File: config.mk
export PLATFORM = sky130hd
export DESIGN_NAME = packet_segmenter_top_flat
export DESIGN_NICKNAME = d
export VERILOG_FILES = /design/src/hw/rtl/pseg_pkg.sv /design/src/hw/rtl/pseg_intf.sv /design/src/hw/rtl/packet_segmenter_top.sv /design/src/hw/rtl/pseg_ctrl.sv /design/src/hw/rtl/pseg_dp.sv /design/src/flat_wrapper.sv
export SDC_FILE = /design/constraint.sdc
export NUM_CORES = 1
export LEC_CHECK = 0
export ABC_AREA = 1
export CAP_MARGIN = 20
export CORE_MARGIN = 2
export CORE_UTILIZATION = 31
export CTS_BUF_LIST = sky130_fd_sc_hd__clkbuf_4 sky130_fd_sc_hd__clkbuf_8 sky130_fd_sc_hd__clkbuf_16
export CTS_CLUSTER_DIAMETER = 120
export DETAILED_ROUTE_END_ITERATION = 7
export DONT_BUFFER_PORTS = 1
export PLACE_DENSITY = 0.52
export SETUP_SLACK_MARGIN = 0.5
export SLEW_MARGIN = 20
export SYNTH_ARGS = -nofsm -noshare
export SYNTH_HDL_FRONTEND = slang
export SYNTH_HIERARCHICAL = 1
export SYNTH_SLANG_ARGS = --single-unit
File: constraint.sdc
create_clock -name clk_i -period 7.5 [get_ports clk_i]
set_input_delay 1.5 -clock clk_i [delete_from_list [all_inputs] [get_ports clk_i]]
set_output_delay 1.5 -clock clk_i [all_outputs]
set_load 0.01 [all_outputs]
File: src/hw/rtl/pseg_pkg.sv
// Package for the packet segmenter: widths, register indexes, status codes
// and the command/status structs shared by the controller and the datapath.
// No dependencies.
`timescale 1ns / 1ps
`default_nettype none

package pseg_pkg;

  localparam int unsigned MaxSegments = 64;

  localparam int unsigned CfgIdxW  = 4;
  localparam int unsigned CfgDataW = 16;

  localparam int unsigned LenW   = 16;  // payload, length and offset
  localparam int unsigned AddrW  = 8;   // address field lengths
  localparam int unsigned SeqW   = 32;
  localparam int unsigned IdxW   = 6;
  localparam int unsigned QuotW  = 7;   // segment count, also the quotient
  localparam int unsigned StepW  = 3;   // counts the quotient bits
  localparam int unsigned RoomW  = 15;  // half of the message limit
  localparam int unsigned HdrW   = 10;  // sum of three byte-wide lengths
  localparam int unsigned ProdW  = RoomW + QuotW;

  localparam logic [LenW-1:0]  LimitRst = 16'd1024;
  localparam logic [AddrW-1:0] HdrRst   = 8'd16;

  typedef enum logic [CfgIdxW-1:0] {
    CfgMessageLimit = 4'd0,
    CfgFixedHeader  = 4'd1
  } cfg_idx_e;

  typedef enum logic [1:0] {
    StOk      = 2'd0,
    StNoRoom  = 2'd1,
    StTooMany = 2'd2
  } status_e;

  typedef struct packed {
    logic [LenW-1:0]  payload_length;
    logic [AddrW-1:0] source_length;
    logic [AddrW-1:0] dest_length;
    logic             originating;
    logic [SeqW-1:0]  forward_seq;
  } pkt_t;

  // Controller to datapath
  typedef struct packed {
    logic    load;
    logic    room;
    logic    mul;
    logic    div_init;
    logic    div_step;
    logic    fin;
    logic    emit_seg;
    logic    emit_err;
    status_e err_code;
  } cmd_t;

  // Datapath to controller
  typedef struct packed {
    logic no_room;
    logic too_many;
    logic div_last;
    logic seg_last;
    logic out_free;
  } stat_t;

endpackage

`default_nettype wire

File: src/hw/rtl/pseg_intf.sv
// Handshake channels of the packet segmenter: packet requests, segment
// requests and register writes. Depends on pseg_pkg.
`timescale 1ns / 1ps
`default_nettype none

interface pseg_pkt_if;
  logic                            valid;
  logic                            ready;
  logic [pseg_pkg::LenW-1:0]       payload_length;
  logic [pseg_pkg::AddrW-1:0]      source_length;
  logic [pseg_pkg::AddrW-1:0]      dest_length;
  logic                            originating;
  logic [pseg_pkg::SeqW-1:0]       forward_seq;

  modport source (output valid, payload_length, source_length, dest_length,
                  originating, forward_seq, input ready);
  modport sink   (input valid, payload_length, source_length, dest_length,
                  originating, forward_seq, output ready);
endinterface

interface pseg_seg_if;
  logic                            valid;
  logic                            ready;
  logic [pseg_pkg::SeqW-1:0]       seq_out;
  logic [pseg_pkg::IdxW-1:0]       seg_index;
  logic [pseg_pkg::QuotW-1:0]      seg_count;
  logic [pseg_pkg::LenW-1:0]       seg_length;
  logic [pseg_pkg::LenW-1:0]       seg_offset;
  logic                            own_source;
  logic                            last;
  logic [1:0]                      status;

  modport source (output valid, seq_out, seg_index, seg_count, seg_length,
                  seg_offset, own_source, last, status, input ready);
  modport sink   (input valid, seq_out, seg_index, seg_count, seg_length,
                  seg_offset, own_source, last, status, output ready);
endinterface

interface pseg_cfg_if;
  logic                            valid;
  logic                            ready;
  logic [pseg_pkg::CfgIdxW-1:0]    index;
  logic [pseg_pkg::CfgDataW-1:0]   data;

  modport source (output valid, index, data, input ready);
  modport sink   (input valid, index, data, output ready);
endinterface

`default_nettype wire

File: src/hw/rtl/packet_segmenter_top.sv
// Top level of the packet segmenter: joins the controller and the datapath
// and checks their cooperation. Depends on pseg_pkg, pseg_intf, pseg_ctrl, pseg_dp.
`timescale 1ns / 1ps
`default_nettype none

// The segmenter takes one packet request and returns one segment request per
// segment, or a single error request when the header leaves no payload room
// (status 1) or the packet needs more than MAX_SEGMENTS segments (status 2).
// Segment room is half the message limit less the fixed header and both
// address lengths; every segment but the last carries the full room. An
// originated packet takes the internal sequence counter, which then advances,
// even on error; a forwarded packet keeps its own number. One packet at a time
// is worked on: after acceptance the Room, Mul and Check states make the room
// and limit checks, the bit-per-cycle restoring divider yields the segment
// count, Fin sets up the walk, then Emit sends one segment per cycle while
// the output is free (an error leaves Check for Err instead). The output
// register lets the next packet be accepted while the final request of the
// previous one still waits. Register writes are taken at any time and should
// only be issued while the block is idle.
module packet_segmenter_top #(
  parameter int unsigned MAX_SEGMENTS = pseg_pkg::MaxSegments
) (
  input  wire logic  clk_i,
  input  wire logic  rst_ni,
  pseg_pkt_if.sink   pkt_i,
  pseg_seg_if.source seg_o,
  pseg_cfg_if.sink   cfg_i
);

  pseg_pkg::cmd_t  cmd;
  pseg_pkg::stat_t stat;
  pseg_pkg::pkt_t  pkt;
  logic            in_ready;

  // Gather the packet fields for the datapath
  assign pkt.payload_length = pkt_i.payload_length;
  assign pkt.source_length  = pkt_i.source_length;
  assign pkt.dest_length    = pkt_i.dest_length;
  assign pkt.originating    = pkt_i.originating;
  assign pkt.forward_seq    = pkt_i.forward_seq;
  assign pkt_i.ready        = in_ready;

  pseg_ctrl u_ctrl (
    .clk_i      (clk_i),
    .rst_ni     (rst_ni),
    .in_valid_i (pkt_i.valid),
    .in_ready_o (in_ready),
    .stat_i     (stat),
    .cmd_o      (cmd)
  );

  pseg_dp #(
    .MAX_SEGMENTS (MAX_SEGMENTS)
  ) u_dp (
    .clk_i  (clk_i),
    .rst_ni (rst_ni),
    .pkt_i  (pkt),
    .cmd_i  (cmd),
    .stat_o (stat),
    .cfg_i  (cfg_i),
    .seg_o  (seg_o)
  );

  // Hold off further packets once one is taken
  a_busy_after_accept: assert property (@(posedge clk_i) disable iff (!rst_ni)
    (pkt_i.valid && pkt_i.ready) |=> !pkt_i.ready)
    else $error("packet accepted while previous still in work");

  // Never load a segment and an error result together
  a_single_emit: assert property (@(posedge clk_i) disable iff (!rst_ni)
    !(cmd.emit_seg && cmd.emit_err))
    else $error("segment and error emitted together");

  // An emitted result shows on the output next cycle
  a_emit_visible: assert property (@(posedge clk_i) disable iff (!rst_ni)
    (cmd.emit_seg || cmd.emit_err) |=> seg_o.valid)
    else $error("emitted result not presented");

  // Error results close the packet and carry no count
  a_err_shape: assert property (@(posedge clk_i) disable iff (!rst_ni)
    (seg_o.valid && seg_o.status != pseg_pkg::StOk)
      |-> (seg_o.last && seg_o.seg_count == '0))
    else $error("malformed error result");

endmodule

`default_nettype wire

File: src/hw/rtl/pseg_ctrl.sv
// Sequencing state machine of the packet segmenter: steps the datapath
// through room check, limit check, division and emission. Depends on pseg_pkg.
`timescale 1ns / 1ps
`default_nettype none

module pseg_ctrl (
  input  wire logic            clk_i,
  input  wire logic            rst_ni,
  input  wire logic            in_valid_i,
  output logic                 in_ready_o,
  input  wire pseg_pkg::stat_t stat_i,
  output pseg_pkg::cmd_t       cmd_o
);

  typedef enum logic [2:0] {
    Idle, Room, Mul, Check, Div, Fin, Emit, Err
  } state_e;

  state_e            state_q;
  logic              in_ready_q;
  pseg_pkg::status_e err_q;

  always_comb begin
    cmd_o          = '0;
    cmd_o.err_code = err_q;
    cmd_o.load     = in_ready_q & in_valid_i;
    case (state_q)
      Room:    cmd_o.room     = 1'b1;
      Mul:     cmd_o.mul      = 1'b1;
      Check:   cmd_o.div_init = 1'b1;
      Div:     cmd_o.div_step = 1'b1;
      Fin:     cmd_o.fin      = 1'b1;
      Emit:    cmd_o.emit_seg = stat_i.out_free;
      Err:     cmd_o.emit_err = stat_i.out_free;
      default: ;
    endcase
  end

  always_ff @(posedge clk_i or negedge rst_ni) begin
    if (!rst_ni) begin
      state_q    <= Idle;
      in_ready_q <= 1'b1;
      err_q      <= pseg_pkg::StOk;
    end else begin
      case (state_q)
        Idle: begin
          if (in_ready_q && in_valid_i) begin
            state_q    <= Room;
            in_ready_q <= 1'b0;
          end
        end
        Room:  state_q <= Mul;
        Mul:   state_q <= Check;
        Check: begin
          if (stat_i.no_room) begin
            err_q   <= pseg_pkg::StNoRoom;
            state_q <= Err;
          end else if (stat_i.too_many) begin
            err_q   <= pseg_pkg::StTooMany;
            state_q <= Err;
          end else begin
            state_q <= Div;
          end
        end
        Div: begin
          if (stat_i.div_last) state_q <= Fin;
        end
        Fin:   state_q <= Emit;
        Emit: begin
          if (stat_i.out_free && stat_i.seg_last) begin
            state_q    <= Idle;
            in_ready_q <= 1'b1;
          end
        end
        Err: begin
          if (stat_i.out_free) begin
            state_q    <= Idle;
            in_ready_q <= 1'b1;
          end
        end
        default: begin
          state_q    <= Idle;
          in_ready_q <= 1'b1;
        end
      endcase
    end
  end

  assign in_ready_o = in_ready_q;

endmodule

`default_nettype wire

File: src/hw/rtl/pseg_dp.sv
// Datapath of the packet segmenter: registers, sequence counter, restoring
// divider, segment walk and output register. Depends on pseg_pkg, pseg_intf.
`timescale 1ns / 1ps
`default_nettype none

module pseg_dp #(
  parameter int unsigned MAX_SEGMENTS = pseg_pkg::MaxSegments
) (
  input  wire logic            clk_i,
  input  wire logic            rst_ni,
  input  wire pseg_pkg::pkt_t  pkt_i,
  input  wire pseg_pkg::cmd_t  cmd_i,
  output pseg_pkg::stat_t      stat_o,
  pseg_cfg_if.sink             cfg_i,
  pseg_seg_if.source           seg_o
);

  localparam int unsigned LenW  = pseg_pkg::LenW;
  localparam int unsigned RoomW = pseg_pkg::RoomW;
  localparam int unsigned HdrW  = pseg_pkg::HdrW;
  localparam int unsigned ProdW = pseg_pkg::ProdW;
  localparam int unsigned QuotW = pseg_pkg::QuotW;
  localparam int unsigned StepW = pseg_pkg::StepW;
  localparam int unsigned IdxW  = pseg_pkg::IdxW;
  localparam int unsigned SeqW  = pseg_pkg::SeqW;

  logic [LenW-1:0]            limit_q;
  logic [pseg_pkg::AddrW-1:0] fhb_q;
  logic [SeqW-1:0]            seq_cnt_q;

  logic [LenW-1:0]  payload_q;
  logic [HdrW-1:0]  hdr_q;
  logic [RoomW-1:0] half_q;
  logic             orig_q;
  logic [SeqW-1:0]  seq_q;
  logic [RoomW-1:0] room_q;
  logic             no_room_q;
  logic [ProdW-1:0] prod_q;
  logic [LenW-1:0]  rem_q;
  logic [QuotW-1:0] quot_q;
  logic [StepW-1:0] step_q;
  logic [QuotW-1:0] count_q;
  logic [IdxW-1:0]  idx_q;
  logic [LenW-1:0]  off_q;
  logic [LenW-1:0]  left_q;

  logic             out_valid_q;
  logic [SeqW-1:0]  o_seq_q;
  logic [IdxW-1:0]  o_idx_q;
  logic [QuotW-1:0] o_cnt_q;
  logic [LenW-1:0]  o_len_q;
  logic [LenW-1:0]  o_off_q;
  logic             o_own_q;
  logic             o_last_q;
  logic [1:0]       o_status_q;

  logic [ProdW-1:0] trial;
  logic             fits;
  logic             seg_last;
  logic [LenW-1:0]  room_ext;

  assign room_ext = LenW'(room_q);
  assign trial    = ProdW'(room_q) << step_q;
  assign fits     = ProdW'(rem_q) >= trial;
  assign seg_last = (QuotW'(idx_q) + QuotW'(1)) == count_q;

  assign stat_o.no_room  = no_room_q;
  assign stat_o.too_many = ProdW'(payload_q) > prod_q;
  assign stat_o.div_last = step_q == '0;
  assign stat_o.seg_last = seg_last;
  assign stat_o.out_free = !out_valid_q || seg_o.ready;

  assign cfg_i.ready = 1'b1;

  // Registers and sequence counter
  always_ff @(posedge clk_i or negedge rst_ni) begin
    if (!rst_ni) begin
      limit_q   <= pseg_pkg::LimitRst;
      fhb_q     <= pseg_pkg::HdrRst;
      seq_cnt_q <= '0;
    end else begin
      if (cfg_i.valid) begin
        case (cfg_i.index)
          pseg_pkg::CfgMessageLimit: limit_q <= cfg_i.data;
          pseg_pkg::CfgFixedHeader:  fhb_q   <= cfg_i.data[pseg_pkg::AddrW-1:0];
          default: ;
        endcase
      end
      if (cmd_i.load && pkt_i.originating) seq_cnt_q <= seq_cnt_q + SeqW'(1);
    end
  end

  // Working registers
  always_ff @(posedge clk_i) begin
    if (cmd_i.load) begin
      payload_q <= pkt_i.payload_length;
      hdr_q     <= HdrW'(fhb_q) + HdrW'(pkt_i.source_length)
                 + HdrW'(pkt_i.dest_length);
      half_q    <= limit_q[LenW-1:1];
      orig_q    <= pkt_i.originating;
      seq_q     <= pkt_i.originating ? seq_cnt_q : pkt_i.forward_seq;
    end
    if (cmd_i.room) begin
      no_room_q <= RoomW'(hdr_q) >= half_q;
      room_q    <= half_q - RoomW'(hdr_q);
    end
    if (cmd_i.mul) prod_q <= ProdW'(room_q) * ProdW'(MAX_SEGMENTS);
    if (cmd_i.div_init) begin
      rem_q  <= payload_q;
      quot_q <= '0;
      step_q <= StepW'(QuotW - 1);
    end
    if (cmd_i.div_step) begin
      if (fits) begin
        rem_q          <= rem_q - trial[LenW-1:0];
        quot_q[step_q] <= 1'b1;
      end
      step_q <= step_q - StepW'(1);
    end
    if (cmd_i.fin) begin
      count_q <= (payload_q == '0) ? QuotW'(1)
                                    : quot_q + QuotW'(rem_q != '0);
      idx_q   <= '0;
      off_q   <= '0;
      left_q  <= payload_q;
    end
    if (cmd_i.emit_seg) begin
      idx_q  <= idx_q + IdxW'(1);
      off_q  <= off_q + room_ext;
      left_q <= left_q - room_ext;
    end
  end

  // Output register
  always_ff @(posedge clk_i or negedge rst_ni) begin
    if (!rst_ni) begin
      out_valid_q <= 1'b0;
    end else if (cmd_i.emit_seg || cmd_i.emit_err) begin
      out_valid_q <= 1'b1;
    end else if (seg_o.ready) begin
      out_valid_q <= 1'b0;
    end
  end

  always_ff @(posedge clk_i) begin
    if (cmd_i.emit_seg) begin
      o_seq_q    <= seq_q;
      o_idx_q    <= idx_q;
      o_cnt_q    <= count_q;
      o_len_q    <= seg_last ? left_q : room_ext;
      o_off_q    <= off_q;
      o_own_q    <= orig_q;
      o_last_q   <= seg_last;
      o_status_q <= pseg_pkg::StOk;
    end else if (cmd_i.emit_err) begin
      o_seq_q    <= seq_q;
      o_idx_q    <= '0;
      o_cnt_q    <= '0;
      o_len_q    <= '0;
      o_off_q    <= '0;
      o_own_q    <= orig_q;
      o_last_q   <= 1'b1;
      o_status_q <= cmd_i.err_code;
    end
  end

  assign seg_o.valid      = out_valid_q;
  assign seg_o.seq_out    = o_seq_q;
  assign seg_o.seg_index  = o_idx_q;
  assign seg_o.seg_count  = o_cnt_q;
  assign seg_o.seg_length = o_len_q;
  assign seg_o.seg_offset = o_off_q;
  assign seg_o.own_source = o_own_q;
  assign seg_o.last       = o_last_q;
  assign seg_o.status     = o_status_q;

endmodule

`default_nettype wire

File: src/flat_wrapper.sv
// flat-port wrapper written by rule: the top's interface ports become plain ports
module packet_segmenter_top_flat 
#(
  parameter int unsigned MAX_SEGMENTS = pseg_pkg::MaxSegments
)
  (clk_i, rst_ni, pkt_i_valid, pkt_i_payload_length, pkt_i_source_length, pkt_i_dest_length, pkt_i_originating, pkt_i_forward_seq, pkt_i_ready, seg_o_valid, seg_o_seq_out, seg_o_seg_index, seg_o_seg_count, seg_o_seg_length, seg_o_seg_offset, seg_o_own_source, seg_o_last, seg_o_status, seg_o_ready, cfg_i_valid, cfg_i_index, cfg_i_data, cfg_i_ready);
  pseg_pkt_if pkt_i_i ();
  pseg_seg_if seg_o_i ();
  pseg_cfg_if cfg_i_i ();
  input  wire logic clk_i;
  input  wire logic rst_ni;
  input wire logic [$bits(pkt_i_i.valid)-1:0] pkt_i_valid;
  input wire logic [$bits(pkt_i_i.payload_length)-1:0] pkt_i_payload_length;
  input wire logic [$bits(pkt_i_i.source_length)-1:0] pkt_i_source_length;
  input wire logic [$bits(pkt_i_i.dest_length)-1:0] pkt_i_dest_length;
  input wire logic [$bits(pkt_i_i.originating)-1:0] pkt_i_originating;
  input wire logic [$bits(pkt_i_i.forward_seq)-1:0] pkt_i_forward_seq;
  output wire logic [$bits(pkt_i_i.ready)-1:0] pkt_i_ready;
  output wire logic [$bits(seg_o_i.valid)-1:0] seg_o_valid;
  output wire logic [$bits(seg_o_i.seq_out)-1:0] seg_o_seq_out;
  output wire logic [$bits(seg_o_i.seg_index)-1:0] seg_o_seg_index;
  output wire logic [$bits(seg_o_i.seg_count)-1:0] seg_o_seg_count;
  output wire logic [$bits(seg_o_i.seg_length)-1:0] seg_o_seg_length;
  output wire logic [$bits(seg_o_i.seg_offset)-1:0] seg_o_seg_offset;
  output wire logic [$bits(seg_o_i.own_source)-1:0] seg_o_own_source;
  output wire logic [$bits(seg_o_i.last)-1:0] seg_o_last;
  output wire logic [$bits(seg_o_i.status)-1:0] seg_o_status;
  input wire logic [$bits(seg_o_i.ready)-1:0] seg_o_ready;
  input wire logic [$bits(cfg_i_i.valid)-1:0] cfg_i_valid;
  input wire logic [$bits(cfg_i_i.index)-1:0] cfg_i_index;
  input wire logic [$bits(cfg_i_i.data)-1:0] cfg_i_data;
  output wire logic [$bits(cfg_i_i.ready)-1:0] cfg_i_ready;
  assign pkt_i_i.valid = pkt_i_valid;
  assign pkt_i_i.payload_length = pkt_i_payload_length;
  assign pkt_i_i.source_length = pkt_i_source_length;
  assign pkt_i_i.dest_length = pkt_i_dest_length;
  assign pkt_i_i.originating = pkt_i_originating;
  assign pkt_i_i.forward_seq = pkt_i_forward_seq;
  assign pkt_i_ready = pkt_i_i.ready;
  assign seg_o_valid = seg_o_i.valid;
  assign seg_o_seq_out = seg_o_i.seq_out;
  assign seg_o_seg_index = seg_o_i.seg_index;
  assign seg_o_seg_count = seg_o_i.seg_count;
  assign seg_o_seg_length = seg_o_i.seg_length;
  assign seg_o_seg_offset = seg_o_i.seg_offset;
  assign seg_o_own_source = seg_o_i.own_source;
  assign seg_o_last = seg_o_i.last;
  assign seg_o_status = seg_o_i.status;
  assign seg_o_i.ready = seg_o_ready;
  assign cfg_i_i.valid = cfg_i_valid;
  assign cfg_i_i.index = cfg_i_index;
  assign cfg_i_i.data = cfg_i_data;
  assign cfg_i_ready = cfg_i_i.ready;
  packet_segmenter_top #(.MAX_SEGMENTS(MAX_SEGMENTS)) u_core (.clk_i(clk_i), .rst_ni(rst_ni), .pkt_i(pkt_i_i), .seg_o(seg_o_i), .cfg_i(cfg_i_i));
endmodule
==> run_results.csv <==
group,metric,value,unit
die,io_pins,174,
synth,avgSynthCellArea,9.24,µm²
clock_tree,cts_tree,"yes",
timing,slew_viol_final,0,
placed_design,dpl_cell_area,17800,µm²
worst_setup_path,start_kind,"flip-flop",
synth,synth-main-ff-cell,"edfxtp_1",
timing,fin_worst_skew,0.0182,ns
synth,synth_cells,1850,
synth,synthDistinctLibCells,55,
worst_hold_path,min_from,"u_core/u_dp/seq_q[8]",
worst_setup_path,rrSetupSlack,3.28,ns
cells_and_area,final_area,19100,µm²
worst_hold_path,worstHoldPathType,"reg -> reg",
cells_and_area,fin_nets,2031,
detailed_routing,via_count,12298,
worst_setup_path,arrival,4.62,ns
cells_and_area,final_cell_mix,"nand2_1 (483), inv_1 (252), edfxtp_1 (232)",
placed_design,dpl.hpwl,31900,µm
synth,yosysSeqAreaShare,0.528,
clock_tree,cts_root_buf,"clkbuf_16",
synth,synth.cell_area,17100,µm²
detailed_routing,postRouteAntennaNets,0,
clock_tree,cts_buffers,40,
die,rows,86,
timing,tns,0,ns
synth,async_flop_share,0.194,
grt,grt_pass1_vias,12152,
synth,ys_warn_count,6,
pwr,power_density,363,nW/µm²
cells_and_area,layout_commonest_cell,"nand2_1",
synth,synth_edf_count,232,
detailed_routing,first_pass_iters,5,
clock_tree,clkTransAtPathRegs,0.07,ns
timing,rsz0062_at_grt,"false",
worst_setup_path,regToRegEndpoint,"u_core/u_dp/rem_q[0]",
grt,grt_overflow,0,
placed_design,place_congestion,0.872,
clock_tree,htreeDepth,2,
timing,fin_crit_sh,0.562,
clock_tree,cts_resized,0,
worst_setup_path,path_class,"reg -> reg",
clock_tree,post_cts_buffers,0,
die,chipWidth,239,µm
grt,grt_max_degree,90,
timing,setup_viol,0,
detailed_routing,dr.first_iter.drc_count,903,
worst_setup_path,r2r-start,"u_core/u_dp/step_q[0]",
timing,final_hold_viol_count,0,
timing,relSlewSlack,0.301,
worst_setup_path,crit_required,7.90,ns
timing,period_minus_slack,4.22,ns
worst_setup_path,path_max_fanout,29,
grt,antenna_found_initial,4,
die,start_util,0.312,
worst_setup_path,cp-startpoint,"u_core/u_dp/step_q[0]",
pwr,p_leak,8.54,nW
clock_tree,cts.sinks,319,
synth,yosys_register_bits,319,
timing,max_slew.worst_pin.slew,1.05,ns
worst_setup_path,rr_worst_depth,14,
worst_setup_path,critPathCaptureType,"flip-flop",
clock_tree,clock_latency,0.56,ns
die,core-area,54800,µm²
grt,gr-usage-all-layers,0.151,
placed_design,port_buffers,0,
clock_tree,cts_hold_buf,0,
cells_and_area,drive_gt1_frac,0.0776,
grt,grt_first_pass_wirelength,67500,µm
die,die_h,239,µm
worst_hold_path,holdPathStages,0,
synth,synth_nets,2032,
detailed_routing,wl_per_cell,16.6,µm
pwr,max-vdd-ir-drop,0.171,mV
detailed_routing,viasPerCell,4.75,
run_status,status,"complete, no violations",
cells_and_area,areaGrowthSynthToFinish,11.7,%
worst_hold_path,min_to,"u_core/u_dp/seg_o.seq_out[8]",
placed_design,placed_cells,2511,
die,die_area,57100,µm²
job,maxCapViolCount,0,
detailed_routing,wirelength,42900,µm
cells_and_area,finish.cell_count_without_fillers,2587,
detailed_routing,drc,0,
clock_tree,cts_buffer_depth,3,
timing,fmax,237,MHz
-- power breakdown --
| group | internal [mW] | leakage, nW | total [mW] | switching (mW) |
|---|---|---|---|---|
| logic | 0.750 | 4.78 | 2.27 | 1.52 |
| clock network | 1.13 | 0.660 | 1.89 | 0.760 |
| registers | 2.41 | 3.09 | 2.77 | 0.364 |
-- cell families after synthesis --
kind of cell,Yosys count,share of synthesized area
and+or+nand+nor,815,0.211
DFF,319,0.528
buffers and inverters,310,0.0724
AOI/OAI and AO/OA,234,0.0730
adders and majority gates,92,0.0730
xor gates and xnor gates,66,0.0342
muxes,13,0.00819
other,1,0.000219
-- routing by layer --
layer  GRT usage  up-vias  part of all wire
met5           0        -           0.00077
met4      0.0515        4             0.028
met3      0.0323       74             0.054
met2       0.243      288              0.46
li1            -     6157                 -
met1       0.202     5775              0.46
-- worst max path at each step --
| stage | end | slack [ns] |
|---|---|---|
| 2_1_floorplan | u_core/u_dp/seg_o.last | 3.00 |
| 3_3_place_gp | u_core/u_dp/rem_q[2] | 3.60 |
| 3_5_place_dp | u_core/u_dp/rem_q[0] | 3.36 |
| 4_1_cts | u_core/u_dp/rem_q[0] | 3.34 |
| 5_1_grt | u_core/u_dp/rem_q[2] | 2.71 |
| 6_report | u_core/u_dp/rem_q[0] | 3.28 |
-- cells in the mapped netlist (all sizes together) (9+ instances only) --
cell type / instances / area, µm²
edfxtp: 232 / 6970
buf: 18 / 139
dfrtp: 59 / 1480
xor2: 51 / 454
clkbuf: 29 / 109
ha: 79 / 988
o21bai: 9 / 67.6
or2: 9 / 56.3
a21oi: 74 / 374
inv: 260 / 978
xnor2: 15 / 131
nor4: 10 / 68.8
dfxtp: 25 / 500
nand2: 495 / 1920
nor2: 118 / 485
fa: 13 / 260
nor3: 31 / 165
a31oi: 9 / 56.3
o21ai: 125 / 626
nand3: 88 / 500
nand4: 52 / 338
-- worst max-delay path, cell delays in order, from the launching register on --
cell      delay (ns)
edfxtp_1        0.87
o21ai_0         0.27
o21ai_0         0.34
o21ai_0         0.19
ha_1            0.41
nand2_1         0.13
nor2_1          0.15
and2_1          0.14
nand2_1         0.05
nand2_1         0.11
nand2_1         0.06
nand2_1         0.32
nand3_1         0.70
nand2_1         0.22
o21ai_1         0.08
-- metrics by stage --
step                      hold slack [ns]  setup slack, ns  power (mW)  utilization
after floorplan                     0.400             3.00        4.45            -
after global placement              0.402             3.60        5.05        0.325
after detailed placement            0.405             3.36        5.07        0.325
after CTS                           0.418             3.34        7.01        0.349
after global routing                0.416             2.71        7.46        0.349
final                               0.416             3.28        6.94        0.349
-- cell type report --
cell class / instances / area [µm²]
Fill cell: 5602 / 35700
Sequential cell: 319 / 9020
Multi-Input combinational cell: 1221 / 6860
Clock buffer: 59 / 1170
Inverter: 263 / 992
Tap cell: 704 / 881
Clock inverter: 15 / 140
Timing Repair Buffer: 4 / 30.0
Antenna cell: 2 / 5.00
Note: power is estimated with default switching activity, not from simulation.
